--- src/rtl/ta2_pkg.sv ---
// Shared constants, types and the arctangent table builder for the atan2 unit.
// No dependencies; every other file in rtl/ imports this package.
package ta2_pkg;

  // Coordinate and magnitude widths.
  localparam int XY_W  = 32;
  localparam int MAG_W = 32;

  // Ratio z = min/max in Q1.24: it can reach 1.0, so one extra bit above the 24 fraction bits.
  localparam int FRAC_BITS = 24;
  localparam int Z_W       = FRAC_BITS + 1;
  localparam int DIV_STAGES = Z_W;

  // Arctangent table geometry.
  localparam int TABLE_STEPS = 256;
  localparam int IDX_W       = $clog2(TABLE_STEPS);
  localparam int TIDX_W      = $clog2(TABLE_STEPS + 1);
  localparam int MUL_W       = Z_W + TIDX_W;

  // Ratios with z * (TABLE_STEPS - 1) below one use z itself as the angle.
  localparam int SMALL_LIM = (2 ** FRAC_BITS + TABLE_STEPS - 2) / (TABLE_STEPS - 1);
  localparam int HALF_STEP = 2 ** (FRAC_BITS - 1);

  // Angle formats: the table and base angle are Q3.29 values up to pi/4.
  localparam int Q_SHIFT = 29 - FRAC_BITS;
  localparam int ROM_W   = 30;
  localparam int BASE_W  = ROM_W;
  localparam int DIFF_W  = ROM_W + 1;
  localparam int PROD_W  = DIFF_W + FRAC_BITS + 1;
  localparam int SUM_W   = PROD_W - FRAC_BITS;
  localparam int ANG_W   = 35;
  localparam int OUT_W   = 33;

  localparam logic signed [ANG_W-1:0] PI_Q29      = ANG_W'(64'sd1686629713);
  localparam logic signed [ANG_W-1:0] HALF_PI_Q29 = ANG_W'(64'sd843314857);
  localparam logic signed [ANG_W-1:0] TWO_PI_Q29  = ANG_W'(64'sd3373259426);

  // Octant information that travels alongside the ratio.
  typedef struct packed {
    logic zero;   // both coordinates are zero
    logic x_neg;
    logic y_neg;
    logic x_gt;   // |x| > |y|
  } oct_t;

  // CORDIC micro-rotation angles in Q2.30, used only to build the table.
  localparam int CORDIC_STEPS = 31;
  localparam longint CORDIC_ANGLE [CORDIC_STEPS] = '{
    843314856, 497837829, 263043836, 133525158, 67021687,
    33543515, 16775850, 8388437, 4194282, 2097149,
    1048575, 524287, 262143, 131071, 65535,
    32767, 16383, 8191, 4095, 2047,
    1023, 511, 255, 127, 63,
    31, 15, 8, 4, 2, 1
  };

  // Table entry k holds atan(k / (TABLE_STEPS - 1)) in Q3.29; the last entry
  // repeats the one before it. Evaluated at elaboration only.
  function automatic logic [ROM_W-1:0] atan_entry(input int k);
    longint cx;
    longint cy;
    longint dx;
    longint dy;
    longint acc;
    int     kk;
    kk  = (k >= TABLE_STEPS) ? TABLE_STEPS - 1 : k;
    cx  = longint'(TABLE_STEPS - 1) <<< 32;
    cy  = longint'(kk) <<< 32;
    acc = 0;
    for (int i = 0; i < CORDIC_STEPS; i++) begin
      dx = cy >>> i;
      dy = cx >>> i;
      if (cy >= 0) begin
        cx  = cx + dx;
        cy  = cy - dy;
        acc = acc + CORDIC_ANGLE[i];
      end else begin
        cx  = cx - dx;
        cy  = cy + dy;
        acc = acc - CORDIC_ANGLE[i];
      end
    end
    if (acc < 0) begin
      acc = 0;
    end
    if (kk == 0) begin
      acc = 0;
    end
    return ROM_W'((acc + 1) >>> 1);
  endfunction

endpackage

--- src/rtl/ta2_obuf.sv ---
// Two-entry output buffer (result register plus skid register) for the atan2
// unit; its fill state produces the pipeline advance. Depends on ta2_pkg.
module ta2_obuf
  import ta2_pkg::*;
(
  input  logic             clk,
  input  logic             rst_n,
  input  logic             push_valid,
  input  logic [OUT_W-1:0] push_data,
  output logic             adv,
  output logic             out_valid,
  output logic [OUT_W-1:0] out_data,
  input  logic             out_stall
);

  logic             main_full_r;
  logic             skid_full_r;
  logic [OUT_W-1:0] main_r;
  logic [OUT_W-1:0] skid_r;
  logic             main_full_nxt;
  logic             skid_full_nxt;
  logic             pop;
  logic             push;

  assign adv  = !skid_full_r;
  assign pop  = main_full_r && !out_stall;
  assign push = push_valid && !skid_full_r;

  always_comb begin
    main_full_nxt = main_full_r;
    skid_full_nxt = skid_full_r;
    if (skid_full_r) begin
      if (pop) begin
        skid_full_nxt = 1'b0;
      end
    end else if (push) begin
      if (main_full_r && !pop) begin
        skid_full_nxt = 1'b1;
      end else begin
        main_full_nxt = 1'b1;
      end
    end else if (pop) begin
      main_full_nxt = 1'b0;
    end
  end

  always_ff @(posedge clk) begin
    if (!rst_n) begin
      main_full_r <= 1'b0;
      skid_full_r <= 1'b0;
    end else begin
      main_full_r <= main_full_nxt;
      skid_full_r <= skid_full_nxt;
    end
  end

  always_ff @(posedge clk) begin
    if (skid_full_r) begin
      if (pop) begin
        main_r <= skid_r;
      end
    end else if (push) begin
      if (main_full_r && !pop) begin
        skid_r <= push_data;
      end else begin
        main_r <= push_data;
      end
    end
  end

  assign out_valid = main_full_r;
  assign out_data  = main_r;

`ifndef SYNTHESIS
  a_skid_order: assert property (@(posedge clk) disable iff (!rst_n)
    skid_full_r |-> main_full_r)
    else $error("skid register holds an item while the result register is empty");

  a_skid_catch: assert property (@(posedge clk) disable iff (!rst_n)
    (push && main_full_r && out_stall) |=> skid_full_r)
    else $error("item arriving under a stalled output was not captured");

  a_skid_drain: assert property (@(posedge clk) disable iff (!rst_n)
    (skid_full_r && !out_stall) |=> (main_full_r && !skid_full_r))
    else $error("skid register did not drain into the result register");
`endif

endmodule

--- config.mk ---
export PLATFORM = sky130hd
export DESIGN_NAME = ta2_obuf
export DESIGN_NICKNAME = d
export VERILOG_FILES = /design/src/rtl/ta2_pkg.sv /design/src/rtl/ta2_obuf.sv
export SDC_FILE = /design/constraint.sdc
export NUM_CORES = 1
export LEC_CHECK = 0
export BUFFER_PORTS_ARGS = -buffer_cell sky130_fd_sc_hd__buf_2
export CAP_MARGIN = 25
export CORE_MARGIN = 2
export CORE_UTILIZATION = 51
export CTS_CLUSTER_SIZE = 12
export DETAILED_ROUTE_END_ITERATION = 10
export GPL_ROUTABILITY_DRIVEN = 0
export PLACE_DENSITY = 0.78
export SLEW_MARGIN = 20
export SYNTH_ARGS = -nofsm -noshare
export SYNTH_HDL_FRONTEND = slang
export SYNTH_SLANG_ARGS = --single-unit
--- constraint.sdc ---
create_clock -name clk -period 3.3 [get_ports clk]
set_input_delay 0.165 -clock clk [delete_from_list [all_inputs] [get_ports clk]]
set_output_delay 0.165 -clock clk [all_outputs]
set_load 0.1 [all_outputs]
==> results.cfg <==
[sta]
slew_headroom_pct = 66.6
fin_tns_setup_ps = 0
worst_slack_ps = 1540
worst_pin_slew_ps = 505
finalCritPeriodShare_pct = 53.4
slew_viol_final = 0
period_minus_slack_ps = 1760
hold_violations = 0
max_freq_mhz = 567
rsz0062_at_grt = false
holdWs_ps = 17.1
fin_skew_ps = 10.9
setup_viol = 0

[worst_setup_path]
path_depth = 3
crit_type = reg2reg
crit_family = flip-flops
r2r_setup_slack_ps = 1540
r2r_cells = 3
cp-start-kind = flip-flop
r2r-start = skid_full_r$_SDFF_PN0_
arrival_ps = 1750
crit_start = skid_full_r$_SDFF_PN0_
crit_path_max_fanout = 25
max_stage_delay_ps = 400
worstPathRequired_ps = 3290
cp-end-kind = flip-flop
timing.critical_path.cells = nand2b_1 -> a21boi_4 -> buf_4
crit_slowest_cell = dfxtp_2
cp.buffers_inverters = 1

[floorplanning]
rows = 25
dieWidth_um = 74.7
core_area_sq_mm = 0.00479
die-area_sq_mm = 0.00558
die_h_um = 74.7
pin_count = 72
start_util_pct = 53.3

[clock_tree]
cts-buffers-inserted = 9
clkTransAtPathRegs_ps = 70
cts-resized-gates = 0
htreeDepth = 3
hold_buffers = 0
cts_buffer_depth = 2
cts_tree = built
cts_root_buf = clkbuf_8
clock-sinks = 68
cts_setup_buffers = 0
insertion_delay_ps = 330

[grt]
groute.usage.overall_pct = 17.7
grt_pass1_vias = 1375
antenna_found_initial = 0
grt_max_degree = 28
grt_pass1_wl_um = 6870
grt_overflow_total = 0

[worst_hold_path]
hold_start = push_data[5]
hold_depth = 1
hold_path_class = in2reg

[power]
p_per_area_mw_per_mm2 = 641
swShare_pct = 29.9
combinationalPowerShare_pct = 19.7
leakagePower_nw = 1.22
seq_power_share_pct = 50.3
p_clk_share_pct = 30.0
irDropWorstVdd_mv = 0.415
intPower_mw = 1.42
power_switching_uw = 607

[outcome]
status = finished, final reports clean

[final_layout]
area_growth_pct = 24.0
multi_input_area_sq_um = 502
finish.utilization_pct = 66.1
fin_area_sq_mm = 0.00316
antennaDiodeCount = 0
seq_area_sq_mm = 0.00202
layout-drive-gt1-share_pct = 60.2
num-fill-cells = 341
nets = 235
layout_common_cells = 71 x buf_2, 66 x edfxtp_1, 17 x mux2_2
final_common_cell = buf_2

[placed_design]
port_buffers = 71
dp_worst_setup_slack_ps = 1550
placed_cell_area_sq_mm = 0.00299

[route]
drt_wl_total_um = 4360
drtAntennaViolNets = 0
post_drt_wl_per_cell_um = 16.3
firstDrtPassIters = 4
num_vias = 1329
drc = 0
routed_via_density = 4.96
drt_iter0_markers = 89

[synthesis]
syn_avg_cell_area_sq_um = 21.8
ys_warn_count = 0
seq_area_frac_synth_pct = 79.3
syn_area_sq_mm = 0.00255
ys_seq_elements = 68
synth_cells = 117
synth_fp_nets = 154
ys_types = 15

[run]
max_cap_violations = 0
==> per-layer routing <==
| metal | up-vias | GRT usage (%) | part of all wire (%) |
|---|---|---|---|
| met5 | - | 0 | 0 |
| li1 | 618 | - | - |
| met2 | 56 | 27.3 | 49 |
| met3 | 6 | 6.69 | 8.9 |
| met4 | 0 | 9.52 | 1.4 |
| met1 | 649 | 21.9 | 41 |
==> cell families after synthesis <==
group	after synthesis	share of synthesized area (%)
flops	68	79.3
mux	33	16.9
simple gates	6	1.13
buf+inv	6	1.81
compound gates	4	0.883
==> per-stage QoR <==
stage,power [mW],cells
floorplan,1.37,117
global placement,1.43,254
detailed placement,1.44,254
CTS,2.05,268
global route,2.10,268
finish,2.03,268
==> synth_stat cells <==
library cell / instances / area, sq um
a21boi_1: 1 / 7.51
a21oi_1: 2 / 10.0
buf_2: 1 / 5.00
buf_6: 3 / 33.8
dfxtp_1: 2 / 40.0
edfxtp_1: 66 / 1980
inv_1: 2 / 7.51
mux2_2: 17 / 191
mux2_4: 16 / 240
nand2_1: 2 / 7.51
nand2b_1: 1 / 6.26
nor2_1: 1 / 3.75
nor2b_1: 1 / 6.26
nor3_1: 1 / 5.00
o21ai_1: 1 / 5.00
==> cell type report <==
type,instances,share of cell area (%)
multi-input cells,43,15.9
clock inverters,4,1.34
clock buffers,10,4.03
flip-flops and latches,68,63.9
inverters,2,0.237
repair buffers,74,11.9
well taps,67,2.65
==> state kept, by name, indices dropped and copies added (netlist names) <==
name         flops
skid_r          33
out_data        33
out_valid        1
skid_full_r      1
==> power by group through the flow <==
stage | logic [mW] | registers (mW) | clock network, mW
after floorplan | 0.0783 | 1.29 | 0
final | 0.399 | 1.02 | 0.608
after detailed placement | 0.401 | 1.04 | 0
after global placement | 0.394 | 1.04 | 0
after global routing | 0.415 | 1.03 | 0.658
after CTS | 0.401 | 1.02 | 0.625
==> final timing paths <==
kind                                         endpoint
worst max-delay path            out_data[2]$_DFFE_PP_
worst min-delay path              skid_r[5]$_DFFE_PP_
worst max register to register  out_data[2]$_DFFE_PP_
worst min register to register  out_data[1]$_DFFE_PP_
(Power assumes the default switching activity.)
