[config.mk]
export PLATFORM = sky130hd
export DESIGN_NAME = ta2_div
export DESIGN_NICKNAME = d
export VERILOG_FILES = /design/src/rtl/ta2_pkg.sv /design/src/rtl/ta2_div.sv
export SDC_FILE = /design/constraint.sdc
export NUM_CORES = 2
export LEC_CHECK = 0
export BUFFER_PORTS_ARGS = -buffer_cell sky130_fd_sc_hd__buf_2
export CAP_MARGIN = 40
export CORE_UTILIZATION = 60
export CTS_BUF_LIST = sky130_fd_sc_hd__clkbuf_8
export DETAILED_ROUTE_END_ITERATION = 10
export PLACE_DENSITY = 0.89
export SYNTH_ARGS = -nofsm -noshare
export SYNTH_HDL_FRONTEND = slang
export SYNTH_SLANG_ARGS = --single-unit
[constraint.sdc]
create_clock -name clk -period 3.8 [get_ports clk]
set_input_delay 0.76 -clock clk [delete_from_list [all_inputs] [get_ports clk]]
set_output_delay 0.76 -clock clk [all_outputs]
set_load 0.01 [all_outputs]
[src/rtl/ta2_pkg.sv]
// Shared constants, types and the arctangent table builder for the atan2 unit.
// No dependencies; every other file in rtl/ imports this package.
package ta2_pkg;

  // Coordinate and magnitude widths.
  localparam int XY_W  = 32;
  localparam int MAG_W = 32;

  // Ratio z = min/max in Q1.24: it can reach 1.0, so one extra bit above the 24 fraction bits.
  localparam int FRAC_BITS = 24;
  localparam int Z_W       = FRAC_BITS + 1;
  localparam int DIV_STAGES = Z_W;

  // Arctangent table geometry.
  localparam int TABLE_STEPS = 256;
  localparam int IDX_W       = $clog2(TABLE_STEPS);
  localparam int TIDX_W      = $clog2(TABLE_STEPS + 1);
  localparam int MUL_W       = Z_W + TIDX_W;

  // Ratios with z * (TABLE_STEPS - 1) below one use z itself as the angle.
  localparam int SMALL_LIM = (2 ** FRAC_BITS + TABLE_STEPS - 2) / (TABLE_STEPS - 1);
  localparam int HALF_STEP = 2 ** (FRAC_BITS - 1);

  // Angle formats: the table and base angle are Q3.29 values up to pi/4.
  localparam int Q_SHIFT = 29 - FRAC_BITS;
  localparam int ROM_W   = 30;
  localparam int BASE_W  = ROM_W;
  localparam int DIFF_W  = ROM_W + 1;
  localparam int PROD_W  = DIFF_W + FRAC_BITS + 1;
  localparam int SUM_W   = PROD_W - FRAC_BITS;
  localparam int ANG_W   = 35;
  localparam int OUT_W   = 33;

  localparam logic signed [ANG_W-1:0] PI_Q29      = ANG_W'(64'sd1686629713);
  localparam logic signed [ANG_W-1:0] HALF_PI_Q29 = ANG_W'(64'sd843314857);
  localparam logic signed [ANG_W-1:0] TWO_PI_Q29  = ANG_W'(64'sd3373259426);

  // Octant information that travels alongside the ratio.
  typedef struct packed {
    logic zero;   // both coordinates are zero
    logic x_neg;
    logic y_neg;
    logic x_gt;   // |x| > |y|
  } oct_t;

  // CORDIC micro-rotation angles in Q2.30, used only to build the table.
  localparam int CORDIC_STEPS = 31;
  localparam longint CORDIC_ANGLE [CORDIC_STEPS] = '{
    843314856, 497837829, 263043836, 133525158, 67021687,
    33543515, 16775850, 8388437, 4194282, 2097149,
    1048575, 524287, 262143, 131071, 65535,
    32767, 16383, 8191, 4095, 2047,
    1023, 511, 255, 127, 63,
    31, 15, 8, 4, 2, 1
  };

  // Table entry k holds atan(k / (TABLE_STEPS - 1)) in Q3.29; the last entry
  // repeats the one before it. Evaluated at elaboration only.
  function automatic logic [ROM_W-1:0] atan_entry(input int k);
    longint cx;
    longint cy;
    longint dx;
    longint dy;
    longint acc;
    int     kk;
    kk  = (k >= TABLE_STEPS) ? TABLE_STEPS - 1 : k;
    cx  = longint'(TABLE_STEPS - 1) <<< 32;
    cy  = longint'(kk) <<< 32;
    acc = 0;
    for (int i = 0; i < CORDIC_STEPS; i++) begin
      dx = cy >>> i;
      dy = cx >>> i;
      if (cy >= 0) begin
        cx  = cx + dx;
        cy  = cy - dy;
        acc = acc + CORDIC_ANGLE[i];
      end else begin
        cx  = cx - dx;
        cy  = cy + dy;
        acc = acc - CORDIC_ANGLE[i];
      end
    end
    if (acc < 0) begin
      acc = 0;
    end
    if (kk == 0) begin
      acc = 0;
    end
    return ROM_W'((acc + 1) >>> 1);
  endfunction

endpackage

[src/rtl/ta2_div.sv]
// Pipelined restoring divider producing z = floor(lo * 2^24 / hi), one
// quotient bit per stage. Depends on ta2_pkg.
module ta2_div
  import ta2_pkg::*;
(
  input  logic             clk,
  input  logic             rst_n,
  input  logic             adv,
  input  logic             in_valid,
  input  logic [MAG_W-1:0] lo_mag,
  input  logic [MAG_W-1:0] hi_mag,
  input  oct_t             in_oct,
  output logic             out_valid,
  output logic [Z_W-1:0]   z,
  output oct_t             out_oct
);

  logic [DIV_STAGES-1:0] v_r;
  logic [MAG_W-1:0]      rem_r   [DIV_STAGES];
  logic [MAG_W-1:0]      hi_r    [DIV_STAGES];
  logic [Z_W-1:0]        quo_r   [DIV_STAGES];
  oct_t                  oct_r   [DIV_STAGES];
  logic [MAG_W-1:0]      rem_nxt [DIV_STAGES];
  logic [Z_W-1:0]        quo_nxt [DIV_STAGES];

  // Since lo <= hi, the integer bit is set only for equal magnitudes. Each
  // later stage doubles the remainder and tries one subtraction.
  always_comb begin
    logic [MAG_W:0] t;
    logic [MAG_W:0] d;
    logic           ge;
    ge         = lo_mag >= hi_mag;
    d          = {1'b0, lo_mag} - {1'b0, hi_mag};
    rem_nxt[0] = ge ? d[MAG_W-1:0] : lo_mag;
    quo_nxt[0] = Z_W'(ge);
    for (int k = 1; k < DIV_STAGES; k++) begin
      t          = {rem_r[k-1], 1'b0};
      d          = t - {1'b0, hi_r[k-1]};
      ge         = t >= {1'b0, hi_r[k-1]};
      rem_nxt[k] = ge ? d[MAG_W-1:0] : t[MAG_W-1:0];
      quo_nxt[k] = {quo_r[k-1][Z_W-2:0], ge};
    end
  end

  always_ff @(posedge clk) begin
    if (!rst_n) begin
      v_r <= '0;
    end else if (adv) begin
      v_r <= {v_r[DIV_STAGES-2:0], in_valid};
    end
  end

  always_ff @(posedge clk) begin
    if (adv) begin
      rem_r[0] <= rem_nxt[0];
      quo_r[0] <= quo_nxt[0];
      hi_r[0]  <= hi_mag;
      oct_r[0] <= in_oct;
      for (int k = 1; k < DIV_STAGES; k++) begin
        rem_r[k] <= rem_nxt[k];
        quo_r[k] <= quo_nxt[k];
        hi_r[k]  <= hi_r[k-1];
        oct_r[k] <= oct_r[k-1];
      end
    end
  end

  assign out_valid = v_r[DIV_STAGES-1];
  assign z         = quo_r[DIV_STAGES-1];
  assign out_oct   = oct_r[DIV_STAGES-1];

endmodule

==> results.md <==
* Synth cell count leaders: 1,961 x edfxtp_1, 1,034 x inv_1, 826 x a21oi_1
* Type of origin of the critical path: flip-flop
* Number of distinct library cells after synthesis at 98
* Placer's final routability congestion estimate at 0.967
* Post-detailed-route via-to-cell ratio at 6.02
* All-Layer GR Usage at 0.285
* Worst flop-to-flop path startpoint: hi_r[0][193]
* Clock period minus worst slack at 3780 ps
* Total placed instance area at 117,000 µm²
* Post-detailed-routing wire length at 271 mm
* Relative max-transition margin at 0.295
* Final global-route overflow total at 0
* CTS H-Tree Depth at 5
* Count of filler cells inserted in the layout at approximately 13,000
* Count of mapped cells out of synthesis at 9,791
* Clk pin slew, worst setup/hold paths at about 60 ps
* Final Cycle Share at 0.994
* Row cnt at 157
* Total negative setup slack at 0 ps
* Data required, critical path at 4560 ps
* Outcome: completed
* Placeable core area at about 180,000 µm²
* Synth async-reset ratio at 0
* Antenna violations before repair at 5
* Actual transition at the worst max-transition pin at 1060 ps
* DR iter-0 viols at 7,358
* FF-to-FF setup slack at roughly 23 ps
* Fraction of post-synthesis cell area in the top cell type by area at 0.528
* CTS tree: done
* Die Height at 433 µm
* Total placed cells including tap cells at approximately 12,000
* Maximum clock insertion buffer count at 4
* Maximum number of pins on one net before global-route repair at roughly 190
* Total die area at 188,000 µm²
* Remaining routing DRC violations at 0
* Num Clock Sinks at 1,986
* Number of buffers inserted by port buffering at between 100 and 150
* Register-to-Register Path Depth at 13
* Worst supply voltage drop on vdd at 0.464 mV
* Place WS at -39.6 ps
* Number of max-cap violations at 0
* CP endpoint kind: flip-flop
* Maximum clock frequency at between 0.2 and 0.3 GHz
* Net count after synthesis at 10,700
* Biggest area consumer among synthesized cells: edfxtp_1
* Cell at the root of the clock tree: clkbuf_8
* Final hold violation count at 0
* Proportion of layout cells with a drive suffix above 1 at 0.122
* Count of pins on the block boundary at 102
* Critical setup path kind: reg -> reg
* Number of enable-type register cells in the synthesized netlist at approximately 2,000
* Routed via count at 78,500
* Final slew viol count at 0
* Final std cells w/o fill at 13,000
* Sequential area share after synthesis at 0.533
* P_leak at 51.2 nW
* Startpoint of the lowest-slack hold path: lo_mag[12]
* Wirelength per Cell at 20.8 µm
* Ratio of total power to cell area at 874 nW/µm²
* Post-synthesis cell area at around 110,000 µm²
* Count of nets after finishing at 11,200
* Ys flop type: edfxtp_1
* Total iterations of the first detailed-routing run at 7
* Leading post-synthesis cells by cell area: edfxtp_1 53%, ha_1 9.0%, mux2_2 3.8%
* Area grow syn2layout at 10.7%
* Global-route wire length before repair at 420 mm
* Type of the worst min-delay path: in -> reg
* Count of yosys warnings during synthesis at 0
* Hold Crit Endpoint: rem_r[0][12]
* Final Core Density at 0.671
* TritonCTS Buffers at 344
* Post-synthesis average cell area at 11.4 µm²
* Count leader, synth: edfxtp_1
* Cell area after layout at 123,000 µm²
* Antenna-violating nets left at 0
* Starting density of the core at 0.607
* Worst hold stages at 2
* Overall power consumption at approximately 110 mW
* Source-to-sink clock delay at the later pin of the worst-skew pair at approximately 1100 ps
* Setup slack of the critical path after layout at 23.4 ps
* Data arrival time of the critical path at 4530 ps
* RR Endpoint: rem_r[0][253]
* Number of setup violations in the final report at 0
* CP Max Fanout at 4
* Tightest hold margin at just under 80 ps
* Final HPWL from detailed placement at 202 mm
* Worst-case clock skew at between 40 and 50 ps
* Chip width at 433 µm
* Register bit count reported by yosys at 1,986
* Number of global-route vias before repair at 77,300
==> flip-flops by register name, summed over array words and instances (netlist names) <==
name	flops
hi_r	768
oct_r	100
rem_r	768
v_r	25
quo_r	325
==> layout by cell type, fill, tap and decap left out, types with 79 or more instances in the layout <==
master,instances
clkinv_1,79
a21oi_1,821
nor2b_1,150
buf_4,230
nand2_1,540
nor2_1,632
o21a_1,129
edfxtp_1,1961
inv_1,1134
nand3_1,164
nand2b_1,91
mux2_2,381
clkbuf_8,350
nor3_1,119
ha_1,799
buf_2,100
o21bai_1,101
nand4_1,114
xnor2_1,389
a21o_1,368
xor2_1,228
o21ai_0,494
a31oi_1,95
==> worst max path at each step <==
stage	from	to	cells after the start
final	hi_r[0][193]	rem_r[0][253]	13
after global routing	hi_r[1][38]	rem_r[1][67]	12
after detailed placement	lo_mag[0]	rem_r[0][11]	16
after CTS	hi_r[0][168]	rem_r[0][199]	12
after floorplan	hi_mag[25]	rem_r[0][30]	13
after global placement	hi_mag[25]	rem_r[0][5]	15
==> what timing repair did <==
action                                  in CTS  in global routing
endpoints found under the setup margin       0                325
setup buffers                                0                 14
resized for setup                            0                 30
hold buffers                                47                  0
endpoints found under the hold margin       47                  0
==> critical path, cell delays in order, from the launching register on <==
cell	delay [ps]
edfxtp_1	450
inv_1	70
ha_1	320
nor2b_1	150
o31a_1	280
o31a_1	290
o21bai_1	400
a2bb2oi_1	400
a211o_1	210
nand3b_1	100
buf_4	160
a211oi_1	290
xor2_1	170
o21ai_0	150
==> kinds of logic (layout without fill, tap and decap cells) <==
group	count (synthesis)	in the layout	synth area share
adders and majority gates	823	823	0.0939
DFF	1986	1986	0.533
xor gates and xnor gates	617	617	0.0485
and+or+nand+nor	2110	2110	0.0902
other	0	4	0
buffers and inverters	1264	2038	0.0437
AOI/OAI and AO/OA	2530	2530	0.144
muxes	461	461	0.0468
==> layer usage <==
metal | GRT usage | wire length (µm)
met5 | 0 | 34
met4 | 0.145 | 14700
met3 | 0.0402 | 15000
met2 | 0.495 | 134000
met1 | 0.346 | 108000
==> report_power, final <==
part	total, mW	internal [mW]	switching (mW)	leakage (nW)
combinational	53.6	24.3	29.3	28.4
sequential	36.6	32.6	4.08	19.4
clock	17.7	9.11	8.57	3.46
total	108	66.0	41.9	51.2
==> final cells by class <==
cell class,count,area [µm²],share of cell area
inverters,1036,3890,0.0315
multi-input cells,6541,47500,0.385
clock inverters,232,1180,0.00954
flip-flops and latches,1986,59400,0.481
diodes,4,10.0,0.0000811
repair buffers,420,3550,0.0288
clock buffers,350,4820,0.0390
well taps,2464,3080,0.0250
Note: power is estimated with default switching activity, not from simulation.
