$ cat config.mk
export PLATFORM = sky130hd
export DESIGN_NAME = ta2_prep
export DESIGN_NICKNAME = d
export VERILOG_FILES = /design/src/rtl/ta2_pkg.sv /design/src/rtl/ta2_prep.sv
export SDC_FILE = /design/constraint.sdc
export NUM_CORES = 1
export LEC_CHECK = 0
export BUFFER_PORTS_ARGS = -buffer_cell sky130_fd_sc_hd__clkbuf_2
export CAP_MARGIN = 20
export CORE_MARGIN = 1.5
export CORE_UTILIZATION = 40
export DETAILED_ROUTE_END_ITERATION = 10
export GPL_TIMING_DRIVEN = 0
export SETUP_SLACK_MARGIN = 0.2
export SLEW_MARGIN = 20
export SYNTH_ARGS = -nofsm -noshare
export SYNTH_HDL_FRONTEND = slang
export SYNTH_SLANG_ARGS = --single-unit
$ cat constraint.sdc
create_clock -name clk -period 3.5 [get_ports clk]
set_input_delay 0.525 -clock clk [delete_from_list [all_inputs] [get_ports clk]]
set_output_delay 0.525 -clock clk [all_outputs]
set_load 0.02 [all_outputs]
$ cat src/rtl/ta2_pkg.sv
// Shared constants, types and the arctangent table builder for the atan2 unit.
// No dependencies; every other file in rtl/ imports this package.
package ta2_pkg;

  // Coordinate and magnitude widths.
  localparam int XY_W  = 32;
  localparam int MAG_W = 32;

  // Ratio z = min/max in Q1.24: it can reach 1.0, so one extra bit above the 24 fraction bits.
  localparam int FRAC_BITS = 24;
  localparam int Z_W       = FRAC_BITS + 1;
  localparam int DIV_STAGES = Z_W;

  // Arctangent table geometry.
  localparam int TABLE_STEPS = 256;
  localparam int IDX_W       = $clog2(TABLE_STEPS);
  localparam int TIDX_W      = $clog2(TABLE_STEPS + 1);
  localparam int MUL_W       = Z_W + TIDX_W;

  // Ratios with z * (TABLE_STEPS - 1) below one use z itself as the angle.
  localparam int SMALL_LIM = (2 ** FRAC_BITS + TABLE_STEPS - 2) / (TABLE_STEPS - 1);
  localparam int HALF_STEP = 2 ** (FRAC_BITS - 1);

  // Angle formats: the table and base angle are Q3.29 values up to pi/4.
  localparam int Q_SHIFT = 29 - FRAC_BITS;
  localparam int ROM_W   = 30;
  localparam int BASE_W  = ROM_W;
  localparam int DIFF_W  = ROM_W + 1;
  localparam int PROD_W  = DIFF_W + FRAC_BITS + 1;
  localparam int SUM_W   = PROD_W - FRAC_BITS;
  localparam int ANG_W   = 35;
  localparam int OUT_W   = 33;

  localparam logic signed [ANG_W-1:0] PI_Q29      = ANG_W'(64'sd1686629713);
  localparam logic signed [ANG_W-1:0] HALF_PI_Q29 = ANG_W'(64'sd843314857);
  localparam logic signed [ANG_W-1:0] TWO_PI_Q29  = ANG_W'(64'sd3373259426);

  // Octant information that travels alongside the ratio.
  typedef struct packed {
    logic zero;   // both coordinates are zero
    logic x_neg;
    logic y_neg;
    logic x_gt;   // |x| > |y|
  } oct_t;

  // CORDIC micro-rotation angles in Q2.30, used only to build the table.
  localparam int CORDIC_STEPS = 31;
  localparam longint CORDIC_ANGLE [CORDIC_STEPS] = '{
    843314856, 497837829, 263043836, 133525158, 67021687,
    33543515, 16775850, 8388437, 4194282, 2097149,
    1048575, 524287, 262143, 131071, 65535,
    32767, 16383, 8191, 4095, 2047,
    1023, 511, 255, 127, 63,
    31, 15, 8, 4, 2, 1
  };

  // Table entry k holds atan(k / (TABLE_STEPS - 1)) in Q3.29; the last entry
  // repeats the one before it. Evaluated at elaboration only.
  function automatic logic [ROM_W-1:0] atan_entry(input int k);
    longint cx;
    longint cy;
    longint dx;
    longint dy;
    longint acc;
    int     kk;
    kk  = (k >= TABLE_STEPS) ? TABLE_STEPS - 1 : k;
    cx  = longint'(TABLE_STEPS - 1) <<< 32;
    cy  = longint'(kk) <<< 32;
    acc = 0;
    for (int i = 0; i < CORDIC_STEPS; i++) begin
      dx = cy >>> i;
      dy = cx >>> i;
      if (cy >= 0) begin
        cx  = cx + dx;
        cy  = cy - dy;
        acc = acc + CORDIC_ANGLE[i];
      end else begin
        cx  = cx - dx;
        cy  = cy + dy;
        acc = acc - CORDIC_ANGLE[i];
      end
    end
    if (acc < 0) begin
      acc = 0;
    end
    if (kk == 0) begin
      acc = 0;
    end
    return ROM_W'((acc + 1) >>> 1);
  endfunction

endpackage

$ cat src/rtl/ta2_prep.sv
// Front end of the atan2 pipeline: magnitudes, octant flags, min/max select.
// Depends on ta2_pkg.
module ta2_prep
  import ta2_pkg::*;
(
  input  logic             clk,
  input  logic             rst_n,
  input  logic             adv,
  input  logic             in_valid,
  input  logic [XY_W-1:0]  x_coord,
  input  logic [XY_W-1:0]  y_coord,
  output logic             out_valid,
  output logic [MAG_W-1:0] lo_mag,
  output logic [MAG_W-1:0] hi_mag,
  output oct_t             oct
);

  logic [1:0]       v_r;
  logic [MAG_W-1:0] xa_r;
  logic [MAG_W-1:0] ya_r;
  logic             xn_r;
  logic             yn_r;
  logic             zero_r;
  logic [MAG_W-1:0] lo_r;
  logic [MAG_W-1:0] hi_r;
  oct_t             oct_r;
  logic             x_gt;

  always_ff @(posedge clk) begin
    if (!rst_n) begin
      v_r <= '0;
    end else if (adv) begin
      v_r <= {v_r[0], in_valid};
    end
  end

  // The most negative input maps to 2^31, which still fits as unsigned.
  always_ff @(posedge clk) begin
    if (adv) begin
      xa_r   <= x_coord[XY_W-1] ? (~x_coord + 1'b1) : x_coord;
      ya_r   <= y_coord[XY_W-1] ? (~y_coord + 1'b1) : y_coord;
      xn_r   <= x_coord[XY_W-1];
      yn_r   <= y_coord[XY_W-1];
      zero_r <= (x_coord == '0) && (y_coord == '0);
    end
  end

  assign x_gt = xa_r > ya_r;

  always_ff @(posedge clk) begin
    if (adv) begin
      lo_r        <= x_gt ? ya_r : xa_r;
      hi_r        <= x_gt ? xa_r : ya_r;
      oct_r.zero  <= zero_r;
      oct_r.x_neg <= xn_r;
      oct_r.y_neg <= yn_r;
      oct_r.x_gt  <= x_gt;
    end
  end

  assign out_valid = v_r[1];
  assign lo_mag    = lo_r;
  assign hi_mag    = hi_r;
  assign oct       = oct_r;

endmodule

==> results of run 1 <==
repair_timing:
item                                    4_1_cts  5_1_grt
endpoints found under the hold margin         0        0
hold buffers                                  0        0
endpoints found under the setup margin       49       57
resized for setup                             1        3
logic make-up (layout without fill, tap and decap cells):
family	count (synthesis)	in the layout	share of synthesized area
XOR/XNOR	58	58	0.0722
multiplexers	66	66	0.105
buffers and inverters	51	219	0.0281
AO/OA/AOI/OAI	73	73	0.0709
flip-flops	137	137	0.582
AND/OR/NAND/NOR	99	99	0.0816
adder cells (fa/ha/maj)	34	34	0.0604
final cells by class:
type / instances / area, µm² / share of cell area
flip-flops and latches: 137 / 4090 / 0.477
multi-input cells: 330 / 2760 / 0.321
repair buffers: 137 / 717 / 0.0835
clock buffers: 27 / 493 / 0.0574
well taps: 225 / 282 / 0.0328
inverters: 38 / 143 / 0.0166
plain buffers: 13 / 58.8 / 0.00685
clock inverters: 4 / 45.0 / 0.00524
metal layers:
layer | GRT usage | vias to the layer above
met5 | 0 | -
met2 | 0.285 | 169
met4 | 0.0842 | 0
met1 | 0.240 | 2329
met3 | 0.0471 | 27
li1 | - | 2266
power groups by stage:
stage | combinational [mW] | clock, mW | sequential (mW)
global placement | 0.863 | 0 | 2.18
finish | 0.875 | 1.66 | 2.14
CTS | 0.882 | 1.69 | 2.15
detailed placement | 0.873 | 0 | 2.18
global route | 0.956 | 1.74 | 2.16
floorplan | 0.434 | 0 | 2.28
final timing paths:
path | from | endpoint | cells after the start | slack, ps
max | xa_r[15]$_DFFE_PP_ | lo_mag[14]$_DFFE_PP_ | 9 | 390
min | rst_n | v_r[0]$_SDFFE_PN0P_ | 2 | 330
max reg2reg | xa_r[15]$_DFFE_PP_ | lo_mag[14]$_DFFE_PP_ | 9 | 390
min reg2reg | xn_r$_DFFE_PP_ | oct[2]$_DFFE_PP_ | 0 | 420
state kept, by name, summed over array words and instances, names as in the netlist:
name    cells
hi_mag     32
lo_mag     32
xa_r       32
ya_r       32
oct         4
v_r         2
xn_r        1
yn_r        1
zero_r      1
placed cells by master, fill, tap and decap left out, drive strengths merged, types with 8 or more instances in the layout:
master,count
nand4,9
edfxtp,135
buf,8
nor4,10
nand3,8
xnor2,57
nand2,31
o41ai,9
o21ai,24
mux2,64
nor2,11
a21oi,15
ha,34
clkbuf,169
inv,38
o31ai,17
==> results.cfg, run 1 <==
[floorplan]
row_count = 48
coreArea_mm2 = 0.0172
initial_utilization = 0.408
die-area_mm2 = 0.0184
ios = 137
die_x_um = 136
dieHeight_um = 136

[logic_synthesis]
synth.avg_cell_area_um2 = 13.6
synth_seq_cells = 137
synthTopCellsByCount = 135 x edfxtp_1, 64 x mux2_2, 57 x xnor2_1
synth.net_count = 620
ys_warn_count = 0
async_flop_share = 0
yosysTopAreaCellShare = 0.576
synth_cells = 518
synth_enable_flop_cells = 135
synth_flop_cell = edfxtp_1
netlist_top_cells_area = edfxtp_1 58%, mux2_2 10%, xnor2_1 7.1%
synth.most_common_cell = edfxtp_1
synth_top_area_cell = edfxtp_1
synth.distinct_cells = 43
syn-cell-area_mm2 = 0.00704
synth-seq-area-share = 0.582

[finish]
utilization = 0.498
num-nets-final = 776
fin_cells = 911
fill_cells = 1515
area_growth_pct = 22.0
diodes = 0
drive_gt1_frac = 0.356
postLayoutCellArea_mm2 = 0.00859

[global_route]
antenna_found_initial = 0
grt_max_degree = 83
grt_overflow = 0
grt_pass1_vias = 4622
grt_pass1_wl_um = 24700
grt_usage = 0.183

[cts]
cts_made_buffers = 17
clock_sinks = 137
post_cts_buffers = 0
tritoncts = yes
h-tree-depth = 4
clock-root-buffer = clkbuf_16
cts_max_path_buffers = 2
clkLatencyLatePin_ps = 420
clkSlewWorstSetupHoldPaths_ps = 60

[worst_setup_path]
critPathTopFamily = simple AND/OR/NAND/NOR gates
cp-start-kind = register
arrival_ps = 3290
cp_slowest_stage_delay_ps = 420
critical_path_required_ps = 3670
crit_chain = ha_1 -> nand4_1 -> nor3_2 -> a21boi_0 -> nor4_1 -> a2bb2oi_1 -> clkbuf_2 -> buf_2 -> mux2_2
critPathBufInv = 2
critPathMaxFanout = 10
critical_path_class = reg -> reg
cp_slowest_cell = edfxtp_1
crit_path_end_kind = register

[placed_design]
gp_congestion = 0.880
pre_cts_ws_ps = 115
hpwl_um = 12100
io_buffers = 136
place_inst = 880
postPlaceCellArea_mm2 = 0.00804

[timing]
min_period_ps = 3110
worst_slew_pin_slew_ps = 822
slew_headroom = 0.447
finalSetupTns_ps = 0
setup_slack_ps = 385
slew_viol_final = 0
setup_viol = 0
whs_ps = 330
min_period_over_period = 0.890
clock_skew_ps = 8.39
clock.fmax_ghz = 0.321
rsz0062_at_grt = false
hold_violations = 0

[routing]
wl_met1_um = 7360
drcViolationCount = 0
postRouteAntennaNets = 0
first_iter_violations = 313
dr.pass1.iters = 5
highest_layer = met4
wirelength_um = 16400
num_vias = 4791
wl_per_cell_um = 18.0
vias_per_cell = 5.26
wl_met3_um = 1140
met2WireLength_um = 7520

[status]
status = finished clean

[power]
p_sw_mw = 1.22
power_frac_clock = 0.356
p_sw_frac = 0.261
combPwrFrac = 0.187
p_leak_nw = 3.35
irDropWorstVdd_uv = 361
power.total_mw = 4.68
pwr-share-seq = 0.458
p_int_mw = 3.46
p_per_area_mw_per_mm2 = 545

[worst_hold_path]
hold_path_class = in -> reg

[run]
cap_violations = 0
Note: power is estimated with default switching activity, not from simulation.
==> inputs of run 2 (changes only) <==
BUFFER_PORTS_ARGS = -buffer_cell sky130_fd_sc_hd__buf_2   (was -buffer_cell sky130_fd_sc_hd__clkbuf_2)
==> run 2 against run 1 <==
Against the previous run: worst setup slack improved by 53 ps; largest cell class unchanged; final cell count increased by 0.22%; design area is 0.15% higher.
==> results.cfg, run 2 (synthesis results as in run 1) <==
[worst_setup_path]
ff2ff_path_depth = 8
cp-start-kind = register
critical_path_class = reg -> reg
r2r_setup_slack_ps = 440
arrival_ps = 3220
critical_path_required_ps = 3660
crit_path_end_kind = register
reg2reg_from = xa_r[31]$_SDFFCE_PN0P_
r2r-end = hi_mag[1]$_DFFE_PP_
critPathMaxFanout = 10

[placed_design]
pre_cts_ws_ps = 135
gp_congestion = 0.880
postPlaceCellArea_mm2 = 0.00804
io_buffers = 136
hpwl_um = 12200

[cts]
cts_max_path_buffers = 2
clkLatencyLatePin_ps = 430
clock-root-buffer = clkbuf_16
hold_buffers = 0
clkSlewWorstSetupHoldPaths_ps = 60
tritoncts = yes
h-tree-depth = 4
clock_sinks = 137
cts_made_buffers = 17

[routing]
first_iter_violations = 240
wirelength_um = 16700
wl_per_cell_um = 18.2
dr.pass1.iters = 5
vias_per_cell = 5.17
postRouteAntennaNets = 0
drcViolationCount = 0
num_vias = 4717

[global_route]
grt_usage = 0.189
grt_pass1_wl_um = 25500
grt_max_degree = 83
grt_pass1_vias = 4712
grt_overflow = 0
antenna_found_initial = 1

[timing]
slew_viol_final = 0
slew_headroom = 0.404
finalSetupTns_ps = 0
rsz0062_at_grt = false
min_period_over_period = 0.875
clock_skew_ps = 20.1
worst_slew_pin_slew_ps = 886
setup_slack_ps = 438
min_period_ps = 3060
hold_violations = 0
setup_viol = 0
clock.fmax_ghz = 0.327

[worst_hold_path]
hold-path-cell-count = 2
whs_endpoint = v_r[0]$_SDFFE_PN0P_
hp-start = rst_n
hold_path_class = in -> reg

[floorplan]
ios = 137
row_count = 48
die-area_mm2 = 0.0184
initial_utilization = 0.408
die_x_um = 136
dieHeight_um = 136
coreArea_mm2 = 0.0172

[finish]
final_cell_mix = 138 x buf_2, 135 x edfxtp_1, 64 x mux2_2
area_growth_pct = 22.2
num-nets-final = 776
final_common_cell = buf_2
postLayoutCellArea_mm2 = 0.00860
drive_gt1_frac = 0.365

[power]
p_leak_nw = 3.32
power.total_mw = 4.67
p_per_area_mw_per_mm2 = 542
irDropWorstVdd_uv = 367

[run]
cap_violations = 0

[status]
status = finished clean
[run 2: area by class of cell]
type	instances	area, µm²
Clock inverter	10	68.8
Multi-Input combinational cell	330	2760
Tap cell	225	282
Buffer	13	62.6
Inverter	38	143
Timing Repair Buffer	137	718
Clock buffer	22	474
Sequential cell	137	4090
Antenna cell	1	2.50
Fill cell	1531	8630
[run 2: worst max path at each step]
stage / cells past startpoint / end / from
floorplan: 9 / hi_mag[0]$_DFFE_PP_ / xa_r[15]$_DFFE_PP_
global placement: 8 / hi_mag[15]$_DFFE_PP_ / xa_r[31]$_SDFFCE_PN0P_
global route: 9 / hi_mag[1]$_DFFE_PP_ / xa_r[15]$_DFFE_PP_
detailed placement: 8 / hi_mag[14]$_DFFE_PP_ / xa_r[31]$_SDFFCE_PN0P_
finish: 8 / hi_mag[1]$_DFFE_PP_ / xa_r[31]$_SDFFCE_PN0P_
CTS: 9 / hi_mag[12]$_DFFE_PP_ / xa_r[15]$_DFFE_PP_
[run 2: per-stage QoR]
step / utilization / hold WS (ps) / instances
CTS: 0.498 / 308 / 912
finish: 0.499 / 325 / 913
floorplan: - / 400 / 518
global placement: 0.464 / 401 / 879
detailed placement: 0.466 / 406 / 880
global route: 0.499 / 323 / 912
[run 2: per-layer routing]
layer	global-route usage	wire length [µm]	vias up
met1	0.256	7560	2244
met5	0	0	-
li1	-	-	2270
met2	0.292	7620	181
met3	0.0404	1160	22
met4	0.0789	316	0
[run 2: report_power, final]
group          internal [mW]  switching (mW)  leakage (nW)  total, mW
clock                  0.959           0.683         0.262       1.64
combinational          0.386           0.501          1.73      0.887
sequential              2.05          0.0856          1.34       2.14
total                   3.40            1.27          3.32       4.67
[run 2: timing repair]
action / in CTS / in global routing
endpoints found under the setup margin: 49 / 45
gates cloned: 0 / 0
setup buffers: 0 / 0
resized for setup: 2 / 4
[run 2: critical path: stages, from the launching register on]
cell	delay, ps
edfxtp_1	410
ha_1	340
nand4_1	220
nor4_2	540
nand2b_1	120
a2bb2oi_1	190
clkbuf_2	280
buf_2	330
mux2_2	370
==> inputs of run 3 (changes only) <==
clock period = 3.87 ns   (was 3.5 ns; I/O delays follow)
==> run 3 against run 2 <==
Against the previous run: utilization decreased by 0.11 points; first-iteration DRC count increased by 23%; global-route usage about the same; critical path depth unchanged; final cell count unchanged; register-to-register slack improved by 70 ps; sequential share of layout area increased by 0.10 points; maximum frequency decreased by 9.0%; die area unchanged; worst setup slack improved by 66 ps; flip-flop and latch count unchanged; critical endpoint is now hi_mag[18]$_DFFE_PP_; largest cell class unchanged; largest power group unchanged.
==> results.cfg, run 3 (synthesis results as in run 1) <==
[worst_hold_path]
hold-path-cell-count = 2
hold_path_class = in -> reg

[worst_setup_path]
reg2reg_from = xa_r[31]$_SDFFCE_PN0P_
critical_path_required_ps = 4040
critical_path_class = reg -> reg
cp-start-kind = register
cp_slowest_cell = nor4_1
r2r-end = hi_mag[18]$_DFFE_PP_
ff2ff_path_depth = 8
arrival_ps = 3540
worstSetupEndpoint = hi_mag[18]$_DFFE_PP_
cp_slowest_stage_delay_ps = 620
critPathMaxFanout = 10
crit_chain = ha_1 -> nand4_1 -> nor4_1 -> nand2b_1 -> a2bb2oi_1 -> clkbuf_1 -> buf_2 -> mux2_2
crit_start = xa_r[31]$_SDFFCE_PN0P_
r2r_setup_slack_ps = 500
crit_path_end_kind = register

[routing]
drcViolationCount = 0
postRouteAntennaNets = 0
first_iter_violations = 295
wl_per_cell_um = 18.3
dr.pass1.iters = 5
num_vias = 4751
vias_per_cell = 5.20
wirelength_um = 16700

[global_route]
grt_pass1_vias = 4698
antenna_found_initial = 1
grt_overflow = 0
grt_pass1_wl_um = 25500
grt_usage = 0.188
grt_max_degree = 83

[timing]
rsz0062_at_grt = false
slew_headroom = 0.414
clock.fmax_ghz = 0.297
hold_violations = 0
min_period_over_period = 0.870
slew_viol_final = 0
worst_slew_pin_slew_ps = 871
finalSetupTns_ps = 0
min_period_ps = 3370
whs_ps = 380
setup_viol = 0
setup_slack_ps = 504
clock_skew_ps = 18.3

[cts]
ctsResizeCount = 0
cts_made_buffers = 17
clock-root-buffer = clkbuf_16
cts_max_path_buffers = 2
clock_sinks = 137
tritoncts = yes
hold_buffers = 0
clkSlewWorstSetupHoldPaths_ps = 60
post_cts_buffers = 0
clkLatencyLatePin_ps = 430
h-tree-depth = 4

[floorplan]
dieHeight_um = 136
coreArea_mm2 = 0.0172
die_x_um = 136
row_count = 48
initial_utilization = 0.408
die-area_mm2 = 0.0184
ios = 137

[power]
irDropWorstVdd_uv = 333
p_per_area_mw_per_mm2 = 492
pwr-share-seq = 0.458
combPwrFrac = 0.190
p_sw_frac = 0.273
power_frac_clock = 0.353
p_int_mw = 3.07
p_leak_nw = 3.32
p_sw_mw = 1.15

[placed_design]
place_inst = 880
hpwl_um = 12200
io_buffers = 136
gp_congestion = 0.880
pre_cts_ws_ps = 505

[finish]
fill_cells = 1528
area_growth_pct = 22.0
final_common_cell = buf_2
final_cell_mix = 140 x buf_2, 135 x edfxtp_1, 64 x mux2_2
utilization = 0.498
drive_gt1_frac = 0.360
num-nets-final = 776
fin_cells = 913

[status]
status = finished clean

[run]
cap_violations = 0
[run 3: changes by cell type in the layout (fill, tap and decap cells not counted)]
cell      previous run  this run
clkbuf_2             2         0
clkbuf_1             6         7
clkbuf_4             2         0
buf_2              138       140
nor4_2               2         1
nor4_1               7         8
buf_1                2         3
nor3_2               1         0
nor3_1               6         7
[run 3: metal layers]
metal,part of all wire,global-route usage,up-vias
li1,-,-,2270
met1,0.45,0.257,2267
met5,0,0,-
met4,0.021,0.0783,0
met3,0.068,0.0400,25
met2,0.46,0.291,189
[run 3: worst min path at each step]
stage,end,startpoint
6_report,v_r[0]$_SDFFE_PN0P_,rst_n
4_1_cts,ya_r[0]$_DFFE_PP_,y_coord[0]
3_3_place_gp,oct[1]$_DFFE_PP_,yn_r$_DFFE_PP_
2_1_floorplan,oct[1]$_DFFE_PP_,yn_r$_DFFE_PP_
5_1_grt,ya_r[0]$_DFFE_PP_,y_coord[0]
3_5_place_dp,oct[2]$_DFFE_PP_,xn_r$_DFFE_PP_
[run 3: layout make-up]
| cell class | instances | area, µm² | area share |
|---|---|---|---|
| clock inverters | 10 | 68.8 | 0.00802 |
| flip-flops and latches | 137 | 4090 | 0.477 |
| inverters | 38 | 143 | 0.0166 |
| repair buffers | 137 | 718 | 0.0837 |
| multi-input cells | 330 | 2750 | 0.320 |
| clock buffers | 22 | 474 | 0.0552 |
| plain buffers | 13 | 55.1 | 0.00641 |
| well taps | 225 | 282 | 0.0328 |
| diodes | 1 | 2.50 | 0.000292 |
[run 3: critical path: cells and delay by family, from the launching register on]
family | cells | cell delay (ps)
AOI/OAI and AO/OA | 1 | 180
adders and majority gates | 1 | 340
buffers and inverters | 2 | 840
DFF | 1 | 410
muxes | 1 | 390
and+or+nand+nor | 3 | 940
[run 3: power groups by stage]
stage,clock network (mW),registers [mW],logic (mW)
floorplan,0,2.06,0.393
global placement,0,1.96,0.783
detailed placement,0,1.96,0.799
CTS,1.51,1.93,0.807
global route,1.57,1.95,0.873
finish,1.49,1.93,0.800
[run 3: stage by stage]
stage | instance area, µm² | power [mW]
floorplan | 7040 | 2.45
global route | 8580 | 4.39
CTS | 8580 | 4.25
detailed placement | 8040 | 2.76
global placement | 8000 | 2.75
finish | 8580 | 4.22
